==> src/hdl/pdn_pkg.sv <==
`timescale 1ns / 1ps
`default_nettype none
package pdn_pkg;

  // Field and register widths
  localparam int ERRW   = 32;                 // error input width
  localparam int GW     = 16;                 // gain / limit width (Q8.8)
  localparam int NREG   = 7;
  localparam int ERR_FRAC_BITS_DEF = 16;

  // Lane datapath widths
  localparam int PRODW  = GW + 1 + ERRW;      // signed gain * error
  localparam int ACCW   = PRODW + 1;          // signed sum of two products
  localparam int MAGW   = ACCW - 1;           // magnitude of the sum
  localparam int SPLIT  = 25;                 // low half of the square split
  localparam int HIW    = MAGW - SPLIT;
  localparam int SQW    = 2 * MAGW;           // exact square
  localparam int SUMW   = SQW + 2;            // sum of three squares

  // Clipping path widths
  localparam int BW     = 31;                 // normalized magnitude
  localparam int KW     = 5;                  // normalizing shift
  localparam int SQIW   = 64;                 // radicand
  localparam int ROOTW  = SQIW / 2;
  localparam int PRW    = BW + GW;            // B * limit
  localparam int NUMW   = PRW + 8;            // dividend
  localparam int QW     = 25;                 // quotient bits
  localparam int OUTW   = 25;                 // Q8.16 output
  localparam int UMW    = OUTW - 1;           // output magnitude
  localparam int NLANE  = 3;

  // Register map
  typedef enum logic [2:0] {
    REG_POS_GAIN_X = 3'd0,
    REG_POS_GAIN_Y = 3'd1,
    REG_POS_GAIN_Z = 3'd2,
    REG_VEL_GAIN_X = 3'd3,
    REG_VEL_GAIN_Y = 3'd4,
    REG_VEL_GAIN_Z = 3'd5,
    REG_MAX_ACCEL  = 3'd6
  } reg_idx_t;

  localparam logic [GW-1:0] RST_POS_GAIN_X = 16'd2048;
  localparam logic [GW-1:0] RST_POS_GAIN_Y = 16'd2048;
  localparam logic [GW-1:0] RST_POS_GAIN_Z = 16'd3840;
  localparam logic [GW-1:0] RST_VEL_GAIN_X = 16'd384;
  localparam logic [GW-1:0] RST_VEL_GAIN_Y = 16'd384;
  localparam logic [GW-1:0] RST_VEL_GAIN_Z = 16'd1024;
  localparam logic [GW-1:0] RST_MAX_ACCEL  = 16'd5120;

  // What one lane hands to the merge stage
  typedef struct packed {
    logic [SQW-1:0]  sq;
    logic [MAGW-1:0] mag;
    logic            neg;
    logic [UMW-1:0]  um;     // rounded, saturated unclipped magnitude
  } lane_out_t;

  // Side data carried through the square root
  typedef struct packed {
    logic                        clip;
    logic [NLANE-1:0]            neg;
    logic [NLANE-1:0][UMW-1:0]   um;
    logic [NLANE-1:0][PRW-1:0]   prod;
  } sq_side_t;

  // Side data carried through each divider
  typedef struct packed {
    logic           nz;
    logic           clip;
    logic           neg;
    logic [UMW-1:0] um;
  } div_side_t;

endpackage
`default_nettype wire

==> src/hdl/pdn_isqrt.sv <==
`timescale 1ns / 1ps
`default_nettype none
module pdn_isqrt
  import pdn_pkg::*;
#(
  parameter int PW = 1
) (
  input  wire logic             clk,
  input  wire logic             rst,
  input  wire logic             en,
  input  wire logic             in_valid,
  input  wire logic [SQIW-1:0]  rad,
  input  wire logic [PW-1:0]    in_side,
  output logic                  out_valid,
  output logic [ROOTW-1:0]      root,
  output logic [PW-1:0]         out_side
);

  logic [SQIW-1:0] v_q    [ROOTW+1];
  logic [SQIW-1:0] r_q    [ROOTW+1];
  logic [PW-1:0]   side_q [ROOTW+1];
  logic            vld_q  [ROOTW+1];

  assign v_q[0]    = rad;
  assign r_q[0]    = '0;
  assign side_q[0] = in_side;
  assign vld_q[0]  = in_valid;

  // One result bit per stage, digit-by-digit square root
  for (genvar j = 0; j < ROOTW; j++) begin : g_stage
    localparam logic [SQIW-1:0] BITV = SQIW'(1) << (SQIW - 2 - 2 * j);
    logic [SQIW-1:0] trial, v_n, r_n;

    always_comb begin
      trial = r_q[j] + BITV;
      if (v_q[j] >= trial) begin
        v_n = v_q[j] - trial;
        r_n = (r_q[j] >> 1) + BITV;
      end else begin
        v_n = v_q[j];
        r_n = r_q[j] >> 1;
      end
    end

    always_ff @(posedge clk) begin
      if (rst) begin
        vld_q[j+1] <= 1'b0;
      end else if (en) begin
        vld_q[j+1] <= vld_q[j];
      end
    end

    always_ff @(posedge clk) begin
      if (en) begin
        v_q[j+1]    <= v_n;
        r_q[j+1]    <= r_n;
        side_q[j+1] <= side_q[j];
      end
    end
  end

  assign out_valid = vld_q[ROOTW];
  assign root      = r_q[ROOTW][ROOTW-1:0];
  assign out_side  = side_q[ROOTW];

endmodule
`default_nettype wire

==> config.mk <==
export PLATFORM = sky130hd
export DESIGN_NAME = pdn_isqrt
export DESIGN_NICKNAME = d
export VERILOG_FILES = /design/src/hdl/pdn_pkg.sv /design/src/hdl/pdn_isqrt.sv
export SDC_FILE = /design/constraint.sdc
export NUM_CORES = 2
export LEC_CHECK = 0
export BUFFER_PORTS_ARGS = -buffer_cell sky130_fd_sc_hd__buf_2
export CAP_MARGIN = 20
export CORE_MARGIN = 1.5
export CORE_UTILIZATION = 40
export CTS_BUF_LIST = sky130_fd_sc_hd__clkbuf_4
export CTS_CLUSTER_DIAMETER = 200
export DETAILED_ROUTE_END_ITERATION = 10
export HOLD_SLACK_MARGIN = 0.02
export PLACE_DENSITY = 0.6
export SYNTH_ARGS = -nofsm -noshare
export SYNTH_HDL_FRONTEND = slang
export SYNTH_SLANG_ARGS = --single-unit
==> constraint.sdc <==
create_clock -name clk -period 4.6 [get_ports clk]
set_clock_uncertainty 0.15 [all_clocks]
set_input_delay 0.92 -clock clk [delete_from_list [all_inputs] [get_ports clk]]
set_output_delay 0.92 -clock clk [all_outputs]
set_load 0.005 [all_outputs]
== Word level (Yosys, flattened, before mapping) ==
Index checks and enable logic that the tools add are counted.

* Input bits: 69
* Word-level logic and storage cells: 345
* Flip-flop bits (word level): 4,064

* $lt $le $gt $ge: 32
* Multiplexer cells: 63
* $add $sub $neg: 93

{| class="wikitable"
|+ Operators with widths
! operator !! number
|-
| >= comparator 64 bit || 31
|-
| 2-to-1 mux 64 bit || 31
|-
| 2-to-1 mux 63 bit || 31
|-
| subtractor 64 bit || 30
|-
| adder 63 x 11 -> 64 bit (second input constant) || 1
|-
| adder 63 x 13 -> 64 bit (second input constant) || 1
|-
| adder 63 x 15 -> 64 bit (second input constant) || 1
|-
| adder 63 x 17 -> 64 bit (second input constant) || 1
|-
| adder 63 x 19 -> 64 bit (second input constant) || 1
|-
| adder 63 x 21 -> 64 bit (second input constant) || 1
|-
| adder 63 x 23 -> 64 bit (second input constant) || 1
|-
| adder 63 x 25 -> 64 bit (second input constant) || 1
|-
| adder 63 x 27 -> 64 bit (second input constant) || 1
|-
| adder 63 x 29 -> 64 bit (second input constant) || 1
|-
| adder 63 x 3 -> 64 bit (second input constant) || 1
|-
| adder 63 x 31 -> 64 bit (second input constant) || 1
|-
| adder 63 x 33 -> 64 bit (second input constant) || 1
|-
| adder 63 x 35 -> 64 bit (second input constant) || 1
|-
| adder 63 x 37 -> 64 bit (second input constant) || 1
|-
| adder 63 x 39 -> 64 bit (second input constant) || 1
|-
| adder 63 x 41 -> 64 bit (second input constant) || 1
|-
| adder 63 x 43 -> 64 bit (second input constant) || 1
|-
| adder 63 x 45 -> 64 bit (second input constant) || 1
|-
| adder 63 x 47 -> 64 bit (second input constant) || 1
|-
| 45 further kinds || 45
|}

== Logic depth before layout (Yosys ltp) ==
* Word-level depth: 3
* Depth in mapped cells: 16
* Depth with buffers taken out: 13

== Worst setup path before layout ==
OpenSTA, ideal clock, no wires.

* Path kind: register -> register
* Start point: register v_q[686] (netlist bit)
* End point: register v_q[605] (netlist bit), data pin
* Arrival: 3.556 ns
* Setup slack: 0.634 ns
* Period minus slack after synthesis: 3.966 ns
* Stages on the path, launching flop included: 11
* Library setup time: 0.260 ns
* Buffers on the path: 2
* Path through: edfxtp_1 -> or4_4 -> nand4bb_1 -> or4_4 -> or4_4 -> or3_4 -> or3_1 -> a211o_1 -> buf_6 -> buf_6 -> mux2_4

* Longest elaborated chain between the ends: 2

{| class="wikitable"
|+ RTL lines
! what !! line !! RTL
|-
| start: declaration || pdn_isqrt.sv:19 || <nowiki>logic [SQIW-1:0] v_q [ROOTW+1];</nowiki>
|-
| start signal: indexed assignment || pdn_isqrt.sv:55 || <nowiki>v_q[j+1] <= v_n;</nowiki>
|-
| >= comparator 64 bit || pdn_isqrt.sv:36 || <nowiki>if (v_q[j] >= trial) begin</nowiki>
|-
| 2-to-1 mux 64 bit || pdn_isqrt.sv:36 ||
|-
| net g_stage[22].v_n[29] || pdn_isqrt.sv:32 || <nowiki>logic [SQIW-1:0] trial, v_n, r_n;</nowiki>
|}

The timed path passes the listed nets, and every way through them passes these cells.
A chain may end at the register's enable or synchronous reset.

== Worst setup path in the final report ==
* Start point: register v_q[812] (netlist bit)
* End point: register v_q[740] (netlist bit), data pin

* Longest elaborated chain between the ends: 2

{| class="wikitable"
|+ RTL lines
! what !! line
|-
| >= comparator 64 bit || pdn_isqrt.sv:36
|-
| 2-to-1 mux 64 bit || pdn_isqrt.sv:36
|-
| net g_stage[20].v_n[36] || pdn_isqrt.sv:32
|}

The timed path passes the listed nets, and every way through them passes these cells.

==> out/qor.yml <==
floorplanning:
  fp-row-count: 202
  dieArea_um2: 309000
  coreArea_um2: 304000
  start_util_pct: 40.3
  ios: 103
  dieHeight_um: 556
  die_w_um: 556
pwr:
  powerDensity_nw_per_um2: 482
  switching_share_pct: 31.4
  vdd_ir_drop_max_uv: 331
  combPwrFrac_pct: 21.8
  p_clk_share_pct: 29.7
  p_leak_uw: 0.0531
  p_sw_uw: 21000
  p_int_uw: 45900
  seqPwrFrac_pct: 48.5
synthesis:
  seq_area_frac_synth_pct: 63.0
  netlist_instances: 9706
  yosysUniqueCellTypes: 86
  syn_nets: 10300
  synth_edf_count: 2544
  postSynthAreaPerCell_um2: 12.6
  yosys_warnings: 0
  synth.most_common_cell: "edfxtp_1"
  synthTopCellsByArea: "edfxtp_1 62%, ha_1 5.7%, xnor2_1 3.3%, xor2_1 3.0%, a21oi_1 2.4%"
  syn_area_um2: 122000
  synthArstFlopShare_pct: 0
  yosysTopAreaCell: "edfxtp_1"
  yosys.area.top_type_share_pct: 62.4
  synth_seq_cells: 2576
  yosys-top-cells-count: "2544 x edfxtp_1, 703 x inv_1, 685 x nor2_1"
  synth_ff_type: "edfxtp_1"
placement:
  gp_congestion: 0.938
  hpwl_um: 249000
  io_buffers: 102
critical_path:
  path_buf_inv: 1
  crit_path_start_kind: "flop"
  critPathMaxStageDelay_ns: 0.63
  path_class: "reg2reg"
  critPathArrivalTime_ns: 5.22
  timing.rr.start: "v_q[812]"
  worstPathMaxFanout: 36
  crit_cells: 8
  critPathMostFrequentCell: "or3_1"
  regToRegSetupSlack_ns: 0.24
  required_ns: 5.47
  critical_path.top_delay_family: "simple AND/OR/NAND/NOR gates"
  worst-r2r-cell-count: 8
  crit_chain: "or2_2 > or3_1 > or3_1 > or4b_2 > a211o_1 > a21oi_2 > buf_4 > o21ai_0"
  slowest_stage: "or4b_2"
  setup.worst_path.end_class: "flop"
  r2r_end: "v_q[740]"
clock_network:
  cts_htree_levels: 6
  clkLatencyLatePin_ns: 1.57
  cts_tree: "built"
  cts_setup_buffers: 0
  cts_made_buffers: 679
  cts.sinks: 2576
  path_clk_slew_ns: 0.08
  clock_path_buffers: 4
  cts-root-buf: "clkbuf_4"
grt:
  antenna_found_initial: 13
  grt_pass1_wl_um: 489000
  grtUsageTotal_pct: 20.9
  grt_max_degree: 206
  overflow: 0
  grt_pass1_vias: 80600
run:
  drv_cap: 0
sta:
  setup_viol: 0
  fin_crit_sh_pct: 94.7
  fmax_ghz: 0.230
  period_needed_ns: 4.36
  maxSlewHeadroom_pct: 27.4
  tns_ns: 0
  rsz0062_at_grt: "no"
  tightestPinTransition_ns: 1.08
  maxSlewViolCount: 0
  final_hold_viol_count: 0
routing:
  dr_total_vias: 80400
  routed_wl_um: 330000
  via_per_inst: 5.28
  routedWlPerCell_um: 21.7
  drtAntennaViolNets: 0
  route.detailed.drc: 0
  first_iter_violations: 5977
  drtPass1Iterations: 5
finish:
  final_core_util_pct: 45.7
  drive_above_1_share_pct: 13.4
  nets: 11200
  synthToLayoutAreaGrowth_pct: 13.5
run_status:
  status: "finished clean"
min_path:
  holdPathEnd: "r_q[728]"
  worstHoldPathCells: 0
  hold_path.startpoint: "r_q[793]"
  min_path_type: "reg2reg"
worst max path at each step:
stage / from / endpoint / slack (ns)
final: v_q[812] / v_q[740] / 0.24
after global routing: r_q[533] / v_q[511] / 0.03
after CTS: r_q[480] / v_q[436] / 0.05
after detailed placement: r_q[480] / v_q[436] / 0.07
after global placement: v_q[476] / v_q[436] / 0.02
after floorplan: v_q[686] / v_q[605] / 0.63
metal layers:
| layer | vias up | global-route usage [%] | wire, um |
|---|---|---|---|
| met5 | - | 0 | 44 |
| met2 | 2243 | 38.0 | 171000 |
| met4 | 6 | 12.9 | 21300 |
| met1 | 39000 | 22.6 | 123000 |
| li1 | 38600 | - | - |
| met3 | 669 | 3.34 | 14300 |
what timing repair did:
action / in CTS / in global routing
hold buffers: 137 / 0
endpoints found under the hold margin: 721 / 0
resized for setup: 0 / 3
endpoints found under the setup margin: 0 / 7
final cells by class:
cell class,count,area [um^2]
Fill cell,27500,165000
Sequential cell,2576,77000
Multi-Input combinational cell,6222,42000
Clock buffer,953,7150
Tap cell,4080,5100
Timing Repair Buffer,412,3410
Inverter,708,2660
Clock inverter,248,1440
Antenna cell,23,57.6
cell families (layout without fill, tap and decap cells):
logic type / after synthesis / in the layout / synth area share [%]
AO/OA/AOI/OAI: 1835 / 1835 / 9.32
XOR/XNOR: 882 / 882 / 6.31
adder cells (fa/ha/maj): 558 / 558 / 5.71
buffers and inverters: 908 / 2321 / 2.82
flip-flops: 2576 / 2576 / 63.0
multiplexers: 122 / 122 / 1.10
other: 0 / 23 / 0
AND/OR/NAND/NOR: 2825 / 2825 / 11.8
stage by stage:
step	area (um^2)	power (uW)	worst slack, ns	std cells	hold WS, ns
after floorplan	122000	41700	0.634	9706	0.250
after global placement	129000	47200	0.0200	13900	0.252
after detailed placement	129000	47300	0.0749	13900	0.255
after CTS	139000	67600	0.0532	15200	0.0520
after global routing	139000	70500	0.0286	15200	0.233
final	139000	66900	0.245	15200	0.187
state kept, by name, indices dropped and copies added, names as in the netlist:
register   cells
side_q        31
v_q         1984
out_valid      1
vld_q         31
r_q          496
out_side       1
root          32
worst register-to-register path: cells and delay by family (launching register included):
family,cells,cell delay [ns]
flops,1,0.48
compound gates,3,1.04
buf+inv,1,0.39
simple gates,4,1.78
power groups by stage:
stage / logic, uW / registers (uW) / clock network (uW)
floorplan: 10300 / 31400 / 0
global placement: 14200 / 33000 / 0
detailed placement: 14300 / 33000 / 0
CTS: 14500 / 32500 / 20600
global route: 16100 / 32700 / 21700
finish: 14600 / 32500 / 19800
layout by cell type (no fill, tap or decap), types with 422 or more instances in the layout:
| master | synthesis | final |
|---|---|---|
| a21oi_1 | 595 | 594 |
| clkbuf_4 | 0 | 954 |
| edfxtp_1 | 2544 | 2544 |
| ha_1 | 558 | 558 |
| inv_1 | 703 | 702 |
| nand2_1 | 631 | 631 |
| nor2_1 | 685 | 684 |
| o21ai_0 | 434 | 434 |
| xnor2_1 | 460 | 460 |
| xor2_1 | 422 | 422 |
Power figures use the tool's default switching activity.
